**src/hdl/fqwh_pkg.sv**
```systemverilog
// Shared types and constants for the mailbox queue with waiter handoff.
`default_nettype none

package fqwh_pkg;

   localparam int KIND_WIDTH      = 1;
   localparam int ITEM_WIDTH      = 32;
   localparam int REQUESTER_WIDTH = 4;
   localparam int OUTCOME_WIDTH   = 3;
   localparam int VISITED_WIDTH   = 32;
   localparam int HELD_WIDTH      = 5;

   localparam logic KIND_PUT  = 1'b0;
   localparam logic KIND_TAKE = 1'b1;

   typedef enum logic [OUTCOME_WIDTH-1:0] {
      OUT_RETURNED = 3'd0,
      OUT_PARKED   = 3'd1,
      OUT_HANDED   = 3'd2,
      OUT_STORED   = 3'd3,
      OUT_FULL     = 3'd4
   } outcome_type;

   // Datapath to controller: occupancy flags of both FIFOs.
   typedef struct packed {
      logic item_empty;
      logic item_full;
      logic waiter_empty;
      logic waiter_full;
   } status_type;

   // Controller to datapath: what to do with the current transaction.
   typedef struct packed {
      logic        accept;
      outcome_type outcome;
      logic        load_now;
      logic        load_read;
   } cmd_type;

endpackage

`default_nettype wire

```
**src/hdl/fqwh_if.sv**
```systemverilog
// Request and response channel interfaces of the mailbox queue.
`default_nettype none

interface fqwh_req_if;
   logic                                 valid;
   logic                                 ready;
   logic [fqwh_pkg::KIND_WIDTH-1:0]      kind;
   logic [fqwh_pkg::ITEM_WIDTH-1:0]      item;
   logic [fqwh_pkg::REQUESTER_WIDTH-1:0] requester;

   modport source (output valid, kind, item, requester, input ready);
   modport sink (input valid, kind, item, requester, output ready);
endinterface

interface fqwh_rsp_if;
   logic                                 valid;
   logic                                 ready;
   logic [fqwh_pkg::OUTCOME_WIDTH-1:0]   outcome;
   logic [fqwh_pkg::REQUESTER_WIDTH-1:0] target;
   logic [fqwh_pkg::ITEM_WIDTH-1:0]      data;
   logic [fqwh_pkg::VISITED_WIDTH-1:0]   visited_count;
   logic [fqwh_pkg::HELD_WIDTH-1:0]      items_held;
   logic [fqwh_pkg::HELD_WIDTH-1:0]      waiters_held;

   modport source (output valid, outcome, target, data, visited_count, items_held,
                   waiters_held, input ready);
   modport sink (input valid, outcome, target, data, visited_count, items_held,
                 waiters_held, output ready);
endinterface

`default_nettype wire

```
**src/hdl/fqwh_ram.sv**
```systemverilog
// Generic single-write, single-read RAM with registered read data.
`default_nettype none

module fqwh_ram #(
   parameter int WIDTH = 32,
   parameter int DEPTH = 16,
   localparam int AW = (DEPTH > 1) ? $clog2(DEPTH) : 1
) (
   input  wire logic             clock,
   input  wire logic             wr_en,
   input  wire logic [AW-1:0]    wr_addr,
   input  wire logic [WIDTH-1:0] wr_data,
   input  wire logic             rd_en,
   input  wire logic [AW-1:0]    rd_addr,
   output logic      [WIDTH-1:0] rd_data
);

   logic [WIDTH-1:0] mem_ff [DEPTH];
   logic [WIDTH-1:0] rd_data_ff;

   always_ff @(posedge clock) begin
      if (wr_en) begin
         mem_ff[wr_addr] <= wr_data;
      end
      // hold read data until the next read
      if (rd_en) begin
         rd_data_ff <= mem_ff[rd_addr];
      end
   end

   assign rd_data = rd_data_ff;

endmodule

`default_nettype wire

```
**src/hdl/fqwh_ctrl.sv**
```systemverilog
// Controller: request decode, handshake and result-valid sequencing.
`default_nettype none

module fqwh_ctrl (
   input  wire logic                 clock,
   input  wire logic                 reset,
   input  wire logic                 req_valid,
   output logic                      req_ready,
   input  wire logic                 req_kind,
   output logic                      rsp_valid,
   input  wire logic                 rsp_ready,
   input  wire fqwh_pkg::status_type status,
   output fqwh_pkg::cmd_type         cmd
);

   typedef enum logic [1:0] {
      ST_IDLE = 2'b01,
      ST_READ = 2'b10
   } state_type;

   state_type             state_ff, state_in;
   logic                  rsp_valid_ff, rsp_valid_in;
   fqwh_pkg::outcome_type outcome;
   logic                  accept;
   logic                  needs_read;

   always_comb begin
      if (req_kind == fqwh_pkg::KIND_PUT) begin
         if (!status.waiter_empty) begin
            outcome = fqwh_pkg::OUT_HANDED;
         end else if (status.item_full) begin
            outcome = fqwh_pkg::OUT_FULL;
         end else begin
            outcome = fqwh_pkg::OUT_STORED;
         end
      end else begin
         if (!status.item_empty) begin
            outcome = fqwh_pkg::OUT_RETURNED;
         end else if (status.waiter_full) begin
            outcome = fqwh_pkg::OUT_FULL;
         end else begin
            outcome = fqwh_pkg::OUT_PARKED;
         end
      end
   end

   assign needs_read = (outcome == fqwh_pkg::OUT_HANDED) ||
                       (outcome == fqwh_pkg::OUT_RETURNED);
   assign req_ready  = !reset && (state_ff == ST_IDLE) && (!rsp_valid_ff || rsp_ready);
   assign accept     = req_valid && req_ready;

   always_comb begin
      cmd.accept    = accept;
      cmd.outcome   = outcome;
      cmd.load_now  = accept && !needs_read;
      cmd.load_read = (state_ff == ST_READ);
   end

   always_comb begin
      state_in = state_ff;
      case (state_ff)
         ST_IDLE: begin
            if (accept && needs_read) begin
               state_in = ST_READ;
            end
         end
         ST_READ: begin
            state_in = ST_IDLE;
         end
         default: begin
            state_in = ST_IDLE;
         end
      endcase
   end

   // set on a result load, drop when the sink takes the transaction
   always_comb begin
      if (cmd.load_now || cmd.load_read) begin
         rsp_valid_in = 1'b1;
      end else if (rsp_ready) begin
         rsp_valid_in = 1'b0;
      end else begin
         rsp_valid_in = rsp_valid_ff;
      end
   end

   always_ff @(posedge clock) begin
      if (reset) begin
         state_ff     <= ST_IDLE;
         rsp_valid_ff <= 1'b0;
      end else begin
         state_ff     <= state_in;
         rsp_valid_ff <= rsp_valid_in;
      end
   end

   assign rsp_valid = rsp_valid_ff;

   a_read_loads_result: assert property (@(posedge clock) disable iff (reset)
      (!reset && state_ff == ST_READ) |=> (rsp_valid_ff && state_ff == ST_IDLE))
      else $error("read state did not load a result");

   a_no_accept_over_pending: assert property (@(posedge clock) disable iff (reset)
      (accept && rsp_valid_ff) |-> rsp_ready)
      else $error("transaction accepted over an untaken result");

   a_single_load: assert property (@(posedge clock) disable iff (reset)
      !(cmd.load_now && cmd.load_read))
      else $error("two result loads in one cycle");

endmodule

`default_nettype wire

```
**src/hdl/fqwh_datapath.sv**
```systemverilog
// Datapath: item and waiter FIFOs, delivered counter and result register.
`default_nettype none

module fqwh_datapath #(
   parameter int ITEM_DEPTH   = 16,
   parameter int WAITER_DEPTH = 16,
   parameter int DATA_WIDTH   = 32
) (
   input  wire logic                                 clock,
   input  wire logic                                 reset,
   input  wire fqwh_pkg::cmd_type                    cmd,
   output fqwh_pkg::status_type                      status,
   input  wire logic [fqwh_pkg::ITEM_WIDTH-1:0]      req_item,
   input  wire logic [fqwh_pkg::REQUESTER_WIDTH-1:0] req_requester,
   output logic      [fqwh_pkg::OUTCOME_WIDTH-1:0]   rsp_outcome,
   output logic      [fqwh_pkg::REQUESTER_WIDTH-1:0] rsp_target,
   output logic      [fqwh_pkg::ITEM_WIDTH-1:0]      rsp_data,
   output logic      [fqwh_pkg::VISITED_WIDTH-1:0]   rsp_visited_count,
   output logic      [fqwh_pkg::HELD_WIDTH-1:0]      rsp_items_held,
   output logic      [fqwh_pkg::HELD_WIDTH-1:0]      rsp_waiters_held
);

   localparam int IPW = (ITEM_DEPTH > 1) ? $clog2(ITEM_DEPTH) : 1;
   localparam int ICW = $clog2(ITEM_DEPTH + 1);
   localparam int WPW = (WAITER_DEPTH > 1) ? $clog2(WAITER_DEPTH) : 1;
   localparam int WCW = $clog2(WAITER_DEPTH + 1);
   localparam int RW  = fqwh_pkg::REQUESTER_WIDTH;

   logic [IPW-1:0] item_rd_ptr_ff, item_rd_ptr_in;
   logic [IPW-1:0] item_wr_ptr_ff, item_wr_ptr_in;
   logic [ICW-1:0] item_count_ff, item_count_in;
   logic [WPW-1:0] waiter_rd_ptr_ff, waiter_rd_ptr_in;
   logic [WPW-1:0] waiter_wr_ptr_ff, waiter_wr_ptr_in;
   logic [WCW-1:0] waiter_count_ff, waiter_count_in;
   logic [fqwh_pkg::VISITED_WIDTH-1:0] delivered_ff, delivered_in;

   fqwh_pkg::outcome_type pend_outcome_ff;
   logic [DATA_WIDTH-1:0] pend_item_ff;
   logic [RW-1:0]         pend_requester_ff;

   logic [fqwh_pkg::OUTCOME_WIDTH-1:0]   outcome_ff;
   logic [RW-1:0]                        target_ff;
   logic [fqwh_pkg::ITEM_WIDTH-1:0]      data_ff;
   logic [fqwh_pkg::VISITED_WIDTH-1:0]   visited_ff;
   logic [fqwh_pkg::HELD_WIDTH-1:0]      items_held_ff;
   logic [fqwh_pkg::HELD_WIDTH-1:0]      waiters_held_ff;

   logic [DATA_WIDTH-1:0] item_masked;
   logic                  do_store, do_return, do_park, do_hand;
   logic [DATA_WIDTH-1:0] item_rd_data;
   logic [RW-1:0]         waiter_rd_data;

   assign item_masked = DATA_WIDTH'(req_item);

   assign do_store  = cmd.accept && (cmd.outcome == fqwh_pkg::OUT_STORED);
   assign do_return = cmd.accept && (cmd.outcome == fqwh_pkg::OUT_RETURNED);
   assign do_park   = cmd.accept && (cmd.outcome == fqwh_pkg::OUT_PARKED);
   assign do_hand   = cmd.accept && (cmd.outcome == fqwh_pkg::OUT_HANDED);

   always_comb begin
      status.item_empty   = (item_count_ff == '0);
      status.item_full    = (item_count_ff == ICW'(ITEM_DEPTH));
      status.waiter_empty = (waiter_count_ff == '0);
      status.waiter_full  = (waiter_count_ff == WCW'(WAITER_DEPTH));
   end

   always_comb begin
      item_rd_ptr_in   = item_rd_ptr_ff;
      item_wr_ptr_in   = item_wr_ptr_ff;
      item_count_in    = item_count_ff;
      waiter_rd_ptr_in = waiter_rd_ptr_ff;
      waiter_wr_ptr_in = waiter_wr_ptr_ff;
      waiter_count_in  = waiter_count_ff;
      delivered_in     = delivered_ff;
      if (do_store) begin
         item_wr_ptr_in = (item_wr_ptr_ff == IPW'(ITEM_DEPTH - 1)) ? '0
                          : item_wr_ptr_ff + 1'b1;
         item_count_in  = item_count_ff + 1'b1;
      end
      if (do_return) begin
         item_rd_ptr_in = (item_rd_ptr_ff == IPW'(ITEM_DEPTH - 1)) ? '0
                          : item_rd_ptr_ff + 1'b1;
         item_count_in  = item_count_ff - 1'b1;
         delivered_in   = delivered_ff + 1'b1;
      end
      if (do_park) begin
         waiter_wr_ptr_in = (waiter_wr_ptr_ff == WPW'(WAITER_DEPTH - 1)) ? '0
                            : waiter_wr_ptr_ff + 1'b1;
         waiter_count_in  = waiter_count_ff + 1'b1;
      end
      if (do_hand) begin
         waiter_rd_ptr_in = (waiter_rd_ptr_ff == WPW'(WAITER_DEPTH - 1)) ? '0
                            : waiter_rd_ptr_ff + 1'b1;
         waiter_count_in  = waiter_count_ff - 1'b1;
         delivered_in     = delivered_ff + 1'b1;
      end
   end

   always_ff @(posedge clock) begin
      if (reset) begin
         item_rd_ptr_ff   <= '0;
         item_wr_ptr_ff   <= '0;
         item_count_ff    <= '0;
         waiter_rd_ptr_ff <= '0;
         waiter_wr_ptr_ff <= '0;
         waiter_count_ff  <= '0;
         delivered_ff     <= '0;
      end else begin
         item_rd_ptr_ff   <= item_rd_ptr_in;
         item_wr_ptr_ff   <= item_wr_ptr_in;
         item_count_ff    <= item_count_in;
         waiter_rd_ptr_ff <= waiter_rd_ptr_in;
         waiter_wr_ptr_ff <= waiter_wr_ptr_in;
         waiter_count_ff  <= waiter_count_in;
         delivered_ff     <= delivered_in;
      end
   end

   fqwh_ram #(
      .WIDTH (DATA_WIDTH),
      .DEPTH (ITEM_DEPTH)
   ) u_item_ram (
      .clock   (clock),
      .wr_en   (do_store),
      .wr_addr (item_wr_ptr_ff),
      .wr_data (item_masked),
      .rd_en   (do_return),
      .rd_addr (item_rd_ptr_ff),
      .rd_data (item_rd_data)
   );

   fqwh_ram #(
      .WIDTH (RW),
      .DEPTH (WAITER_DEPTH)
   ) u_waiter_ram (
      .clock   (clock),
      .wr_en   (do_park),
      .wr_addr (waiter_wr_ptr_ff),
      .wr_data (req_requester),
      .rd_en   (do_hand),
      .rd_addr (waiter_rd_ptr_ff),
      .rd_data (waiter_rd_data)
   );

   // hold the fields that the result needs after the RAM read
   always_ff @(posedge clock) begin
      if (cmd.accept) begin
         pend_outcome_ff   <= cmd.outcome;
         pend_item_ff      <= item_masked;
         pend_requester_ff <= req_requester;
      end
   end

   always_ff @(posedge clock) begin
      if (cmd.load_now) begin
         outcome_ff      <= cmd.outcome;
         target_ff       <= (cmd.outcome == fqwh_pkg::OUT_PARKED) ? req_requester : '0;
         data_ff         <= '0;
         visited_ff      <= delivered_ff;
         items_held_ff   <= fqwh_pkg::HELD_WIDTH'(item_count_in);
         waiters_held_ff <= fqwh_pkg::HELD_WIDTH'(waiter_count_in);
      end else if (cmd.load_read) begin
         outcome_ff      <= pend_outcome_ff;
         visited_ff      <= delivered_ff;
         items_held_ff   <= fqwh_pkg::HELD_WIDTH'(item_count_ff);
         waiters_held_ff <= fqwh_pkg::HELD_WIDTH'(waiter_count_ff);
         if (pend_outcome_ff == fqwh_pkg::OUT_RETURNED) begin
            target_ff <= pend_requester_ff;
            data_ff   <= fqwh_pkg::ITEM_WIDTH'(item_rd_data);
         end else begin
            target_ff <= waiter_rd_data;
            data_ff   <= fqwh_pkg::ITEM_WIDTH'(pend_item_ff);
         end
      end
   end

   assign rsp_outcome       = outcome_ff;
   assign rsp_target        = target_ff;
   assign rsp_data          = data_ff;
   assign rsp_visited_count = visited_ff;
   assign rsp_items_held    = items_held_ff;
   assign rsp_waiters_held  = waiters_held_ff;

   a_never_both: assert property (@(posedge clock) disable iff (reset)
      !(item_count_ff != '0 && waiter_count_ff != '0))
      else $error("items and waiters held at the same time");

   a_item_bound: assert property (@(posedge clock) disable iff (reset)
      (item_count_ff <= ICW'(ITEM_DEPTH)) && (waiter_count_ff <= WCW'(WAITER_DEPTH)))
      else $error("FIFO count beyond depth");

   a_reject_no_change: assert property (@(posedge clock) disable iff (reset)
      (!reset && cmd.accept && cmd.outcome == fqwh_pkg::OUT_FULL) |=>
      ($stable(item_count_ff) && $stable(waiter_count_ff) && $stable(delivered_ff)))
      else $error("rejected transaction changed state");

endmodule

`default_nettype wire

```
**src/hdl/fifo_queue_with_waiter_handoff.sv**
```systemverilog
// Mailbox queue top level: pairs put transactions with FIFO-ordered waiting takers.
//
// req_bus carries one request per transaction: kind (put or take), the item of a put
// and the requester id of a take. rsp_bus returns exactly one result per request:
// outcome, target requester, delivered data, the running delivered count and the
// occupancy of the item and waiter FIFOs after the request.
// Timing: a store, park or reject result is valid the cycle after acceptance; a
// return or handoff reads the head of an item or waiter RAM, enters the read state,
// and its result is loaded into the result register from there. One request is in
// flight at a time, so a return or handoff also holds req_bus.ready low through the
// read state, which the registered RAM read of the FIFO head makes necessary.
// The result register parts the two sides: a new request is taken in the same cycle
// as the pending result is taken. While rsp_bus stalls, the result holds and
// req_bus.ready stays low.
// Reset clears both FIFOs' pointers and counts and the delivered count; the RAM
// contents are not cleared, since every read hits an entry written earlier.
`default_nettype none

module fifo_queue_with_waiter_handoff #(
   parameter int ITEM_DEPTH   = 16,
   parameter int WAITER_DEPTH = 16,
   parameter int DATA_WIDTH   = 32
) (
   input wire logic  clock,
   input wire logic  reset,
   fqwh_req_if.sink   req_bus,
   fqwh_rsp_if.source rsp_bus
);

   fqwh_pkg::status_type status;
   fqwh_pkg::cmd_type    cmd;
   logic                 req_ready;
   logic                 rsp_valid;

   fqwh_ctrl u_ctrl (
      .clock     (clock),
      .reset     (reset),
      .req_valid (req_bus.valid),
      .req_ready (req_ready),
      .req_kind  (req_bus.kind),
      .rsp_valid (rsp_valid),
      .rsp_ready (rsp_bus.ready),
      .status    (status),
      .cmd       (cmd)
   );

   fqwh_datapath #(
      .ITEM_DEPTH   (ITEM_DEPTH),
      .WAITER_DEPTH (WAITER_DEPTH),
      .DATA_WIDTH   (DATA_WIDTH)
   ) u_datapath (
      .clock             (clock),
      .reset             (reset),
      .cmd               (cmd),
      .status            (status),
      .req_item          (req_bus.item),
      .req_requester     (req_bus.requester),
      .rsp_outcome       (rsp_bus.outcome),
      .rsp_target        (rsp_bus.target),
      .rsp_data          (rsp_bus.data),
      .rsp_visited_count (rsp_bus.visited_count),
      .rsp_items_held    (rsp_bus.items_held),
      .rsp_waiters_held  (rsp_bus.waiters_held)
   );

   assign req_bus.ready = req_ready;
   assign rsp_bus.valid = rsp_valid;

endmodule

`default_nettype wire
```
**src/flat_wrapper.sv**
```systemverilog
// flat-port wrapper written by rule: the top's interface ports become plain ports
module fifo_queue_with_waiter_handoff_flat 
#(
   parameter int ITEM_DEPTH   = 16,
   parameter int WAITER_DEPTH = 16,
   parameter int DATA_WIDTH   = 32
)
  (clock, reset, req_bus_valid, req_bus_kind, req_bus_item, req_bus_requester, req_bus_ready, rsp_bus_valid, rsp_bus_outcome, rsp_bus_target, rsp_bus_data, rsp_bus_visited_count, rsp_bus_items_held, rsp_bus_waiters_held, rsp_bus_ready);
  fqwh_req_if req_bus_i ();
  fqwh_rsp_if rsp_bus_i ();
  input wire logic clock;
  input wire logic reset;
  input wire logic [$bits(req_bus_i.valid)-1:0] req_bus_valid;
  input wire logic [$bits(req_bus_i.kind)-1:0] req_bus_kind;
  input wire logic [$bits(req_bus_i.item)-1:0] req_bus_item;
  input wire logic [$bits(req_bus_i.requester)-1:0] req_bus_requester;
  output wire logic [$bits(req_bus_i.ready)-1:0] req_bus_ready;
  output wire logic [$bits(rsp_bus_i.valid)-1:0] rsp_bus_valid;
  output wire logic [$bits(rsp_bus_i.outcome)-1:0] rsp_bus_outcome;
  output wire logic [$bits(rsp_bus_i.target)-1:0] rsp_bus_target;
  output wire logic [$bits(rsp_bus_i.data)-1:0] rsp_bus_data;
  output wire logic [$bits(rsp_bus_i.visited_count)-1:0] rsp_bus_visited_count;
  output wire logic [$bits(rsp_bus_i.items_held)-1:0] rsp_bus_items_held;
  output wire logic [$bits(rsp_bus_i.waiters_held)-1:0] rsp_bus_waiters_held;
  input wire logic [$bits(rsp_bus_i.ready)-1:0] rsp_bus_ready;
  assign req_bus_i.valid = req_bus_valid;
  assign req_bus_i.kind = req_bus_kind;
  assign req_bus_i.item = req_bus_item;
  assign req_bus_i.requester = req_bus_requester;
  assign req_bus_ready = req_bus_i.ready;
  assign rsp_bus_valid = rsp_bus_i.valid;
  assign rsp_bus_outcome = rsp_bus_i.outcome;
  assign rsp_bus_target = rsp_bus_i.target;
  assign rsp_bus_data = rsp_bus_i.data;
  assign rsp_bus_visited_count = rsp_bus_i.visited_count;
  assign rsp_bus_items_held = rsp_bus_i.items_held;
  assign rsp_bus_waiters_held = rsp_bus_i.waiters_held;
  assign rsp_bus_i.ready = rsp_bus_ready;
  fifo_queue_with_waiter_handoff #(.ITEM_DEPTH(ITEM_DEPTH), .WAITER_DEPTH(WAITER_DEPTH), .DATA_WIDTH(DATA_WIDTH)) u_core (.clock(clock), .reset(reset), .req_bus(req_bus_i), .rsp_bus(rsp_bus_i));
endmodule
```
**config.mk**
```make
export PLATFORM = sky130hd
export DESIGN_NAME = fifo_queue_with_waiter_handoff_flat
export DESIGN_NICKNAME = d
export VERILOG_FILES = /design/src/hdl/fqwh_pkg.sv /design/src/hdl/fqwh_if.sv /design/src/hdl/fqwh_ram.sv /design/src/hdl/fqwh_ctrl.sv /design/src/hdl/fqwh_datapath.sv /design/src/hdl/fifo_queue_with_waiter_handoff.sv /design/src/flat_wrapper.sv
export SDC_FILE = /design/constraint.sdc
export NUM_CORES = 1
export LEC_CHECK = 0
export BUFFER_PORTS_ARGS = -buffer_cell sky130_fd_sc_hd__buf_2
export CORE_UTILIZATION = 55
export CTS_CLUSTER_DIAMETER = 120
export CTS_CLUSTER_SIZE = 16
export DETAILED_ROUTE_END_ITERATION = 10
export GPL_TIMING_DRIVEN = 1
export PLACE_DENSITY_LB_ADDON = 0.08
export SLEW_MARGIN = 20
export SYNTH_ARGS = -nofsm -noshare
export SYNTH_HDL_FRONTEND = slang
export SYNTH_SLANG_ARGS = --single-unit
```
**constraint.sdc**
```tcl
create_clock -name clock -period 6.4 [get_ports clock]
set_clock_uncertainty 0.15 [all_clocks]
set_input_delay 0.96 -clock clock [delete_from_list [all_inputs] [get_ports clock]]
set_output_delay 0.96 -clock clock [all_outputs]
set_load 0.005 [all_outputs]
```
==> summary.txt <==
Finish
  – Multi-input logic area: 0.00738 mm^2
  – Final net count: 1807
  – Layout cells sized above 1: 22.3%
  – Layout fillers: 4037
  – Final core area utilization: 61.2%
  – Layout area overhead: 9.89%
  – FF/Latch Area: 0.0229 mm^2

Clocking
  – Worst-skew pair later-pin latency: 0.64 ns
  – Total setup buffers inserted after CTS: 0
  – Post-cts sizing count: 0
  – H-tree lvl count: 2
  – TritonCTS clock tree: built
  – Hold_buf cts: 0
  – Clock Path Buffers: 3
  – CTS Sinks: 793
  – Root Driver: clkbuf_16
  – CTS clk-pin slew, worst paths: 0.07 ns
  – Total CTS buffers: 55

Logic synthesis
  – Syn avg cell area: 18.8 um^2
  – Number of synthesized register bits: 793
  – Yosys warns: 0
  – Synthesized area: 0.0307 mm^2
  – Top cells by count, synth: 700 x edfxtp_1, 144 x mux4_2, 93 x dfxtp_1, 74 x mux2i_1, 73 x a21oi_1
  – EDFF count, synth: 700
  – Share of the synthesized area in the top cell type: 68.5%
  – Post-synth top area cell: edfxtp_1
  – Synth cell types: 60
  – Cells after synthesis: 1633
  – FFs w/ async S/R, synth: 0%
  – Synthesized Nets: 1691
  – Most common cell in the synthesized netlist: edfxtp_1
  – Most used DFF post-synth: edfxtp_1
  – Top cells by area, synth: edfxtp_1 69%, mux4_2 11%, dfxtp_1 6.1%, mux2i_1 2.4%, a21oi_1 1.2%
  – Sequential fraction of the synthesis area: 74.6%

Worst setup path
  – RR Endpoint: u_core.u_datapath.u_item_ram.mem_ff[4][27]
  – Startpoint Class: primary input
  – Max incr delay on CP: 0.54 ns
  – CP Capture Point: u_core.u_datapath.rsp_items_held[0]
  – Crit-path cells: buf_2, buf_4, nand3b_4, or3_1, clkinv_2, nand2_1, and2_2, buf_4, inv_2
  – Slowest-stage cell, CP: buf_4
  – Worst EP required: 6.46 ns
  – Most used cell, CP: buf_4
  – R2r setup slk: 2.66 ns
  – Crit path max fanout: 65
  – Worst Reg-to-Reg Cells: 8
  – Critical Path Source: reset
  – CP Class: in -> reg
  – CP Capture Type: flop
  – Reg2Reg Launch Point: u_core.u_datapath.waiter_count_ff[0]
  – Critical Path AT: 4.08 ns

Place
  – Worst slack, placed: 1.73 ns
  – IO Port Bufs: 123
  – GPL Wtd Cong: 0.804
  – DPL Wire Length: 33.7 mm

Timing
  – RSZ-0062 raised after global routing: no
  – Final setup margin: 2.38 ns
  – Worst-Margin Slew: 1.10 ns
  – Worst rel slew slack: 26.9%
  – Setup TNS: 0 ns
  – Final Max Tran Viols: 0
  – Final setup fails: 0
  – Period utilisation layout: 62.8%
  – Hold Fails Final Rpt: 0
  – Fmax: 249 MHz
  – Tmin final: 4.02 ns

Floorplan
  – Rows: 86
  – DIE HEIGHT: 238 um
  – Core box area: 0.0551 mm^2
  – Number of I/O pins: 124
  – Die Wd: 238 um
  – Initial core utilization: 55.7%
  – Die area: 0.0567 mm^2

Global route
  – First-pass GRT wire length: 93.9 mm
  – Met2 Usage GRT: 36.4%
  – Global routing usage on met3: 2.98%
  – Vias in the first global route: 15.4k
  – Largest net degree at the start of global routing: 68
  – Routing usage on met1: 32.1%
  – Grt peak-use layer: met2
  – Total track usage: 22.2%
  – Initial antenna violation count: 3
  – Total grt overflow: 0

Run status
  – Status: finished, final reports clean

Worst hold path
  – HP Class: reg -> reg

Routing
  – Final wirelength: 61.3 mm
  – Iteration-0 DRC Markers: 1216
  – Via-to-Cell Ratio: 6.00
  – Avg WL per Cell: 24.1 um
  – Vias: 15.3k
  – # DRC: 0
  – First-pass iteration count of the detailed router: 5
  – Post-route ant nets: 0

Power
  – VDD IR-drop max: 0.225 mV
  – Pwr per Cell Area: 291 mW/mm^2
  – Leak pwr: 10.4 nW

Flow run
  – Max-cap violation count: 0
[report_power, final]
group | internal, mW | total (mW) | leakage (nW) | switching [mW]
clock network | 1.63 | 3.31 | 0.750 | 1.67
registers | 5.76 | 5.82 | 7.08 | 0.0663
logic | 0.273 | 0.677 | 2.59 | 0.404
total | 7.66 | 9.81 | 10.4 | 2.14
[placed cells by master, fill, tap and decap left out, types with 5 or more instances in the layout]
cell type | synthesis | routed
edfxtp_1 | 700 | 700
mux4_2 | 144 | 144
buf_2 | 25 | 123
dfxtp_1 | 93 | 89
mux2i_1 | 74 | 74
a21oi_1 | 73 | 73
clkbuf_16 | 0 | 55
nor2_1 | 47 | 46
clkbuf_1 | 48 | 45
nor2b_1 | 43 | 43
nand2_1 | 42 | 42
a211oi_1 | 40 | 40
nand3_1 | 32 | 32
o2bb2ai_1 | 32 | 32
buf_4 | 3 | 24
o21ai_0 | 20 | 20
ha_1 | 17 | 17
inv_1 | 18 | 16
or3_1 | 15 | 15
xnor2_1 | 15 | 15
xor2_1 | 13 | 13
nand4_1 | 12 | 12
nor3_1 | 13 | 11
nor4_1 | 10 | 10
and3_1 | 9 | 6
or4_1 | 6 | 6
and2_1 | 10 | 5
[registers in the layout, summed over array words and instances (netlist names), 32 cells and up]
register and count:
u_core.u_datapath.u_item_ram.mem_ff 512, u_core.u_datapath.u_waiter_ram.mem_ff 64, u_core.u_datapath.delivered_ff 32, u_core.u_datapath.pend_item_ff 32
u_core.u_datapath.rsp_data 32, u_core.u_datapath.rsp_visited_count 32, u_core.u_datapath.u_item_ram.rd_data 32
[cells by family (layout without fill, tap and decap cells)]
family / count (synthesis) / count (layout) / share of synthesized area, %
muxes: 222 / 222 / 13.1
and+or+nand+nor: 277 / 277 / 5.32
other: 0 / 1 / 0
xor gates and xnor gates: 28 / 28 / 0.799
AOI/OAI and AO/OA: 185 / 185 / 3.92
DFF: 793 / 793 / 74.6
buffers and inverters: 111 / 273 / 1.55
adders and majority gates: 17 / 17 / 0.693
[per-layer routing]
layer | routed length, um | vias up
li1 | - | 6813
met1 | 27300 | 8060
met2 | 30200 | 302
met3 | 2730 | 74
met4 | 976 | 6
met5 | 39 | -
[layout make-up]
type,instances,area share (%)
well taps,748,2.78
multi-input cells,729,21.9
inverters,21,0.238
repair buffers,149,2.48
diodes,1,0.00742
clock inverters,3,0.111
clock buffers,100,4.58
flip-flops and latches,793,67.9
[critical path: cells and delay by family]
family / cells / cell delay, ns
buf+inv: 5 / 1.96
simple gates: 4 / 1.05
[worst min path at each step]
stage,from,endpoint,slack [ns],cells past startpoint
floorplan,u_core.u_datapath.delivered_ff[31],u_core.u_datapath.rsp_visited_count[31],0.27,0
global placement,u_core.u_datapath.rsp_data[6],u_core.u_datapath.rsp_data[6],0.29,1
detailed placement,u_core.u_datapath.delivered_ff[31],u_core.u_datapath.rsp_visited_count[31],0.29,0
CTS,u_core.u_datapath.delivered_ff[31],u_core.u_datapath.rsp_visited_count[31],0.31,0
global route,u_core.u_datapath.delivered_ff[31],u_core.u_datapath.rsp_visited_count[31],0.33,0
finish,u_core.u_datapath.delivered_ff[31],u_core.u_datapath.rsp_visited_count[31],0.31,0
[metrics by stage]
stage / power [mW] / hold slack (ns) / area [um^2] / cells
detailed placement: 6.63 / 0.290 / 32100 / 2440
global route: 10.1 / 0.329 / 33700 / 2543
global placement: 6.61 / 0.293 / 32100 / 2440
CTS: 9.90 / 0.308 / 33700 / 2543
finish: 9.81 / 0.309 / 33700 / 2544
floorplan: 6.38 / 0.273 / 30700 / 1633
Power figures use the tool's default switching activity.
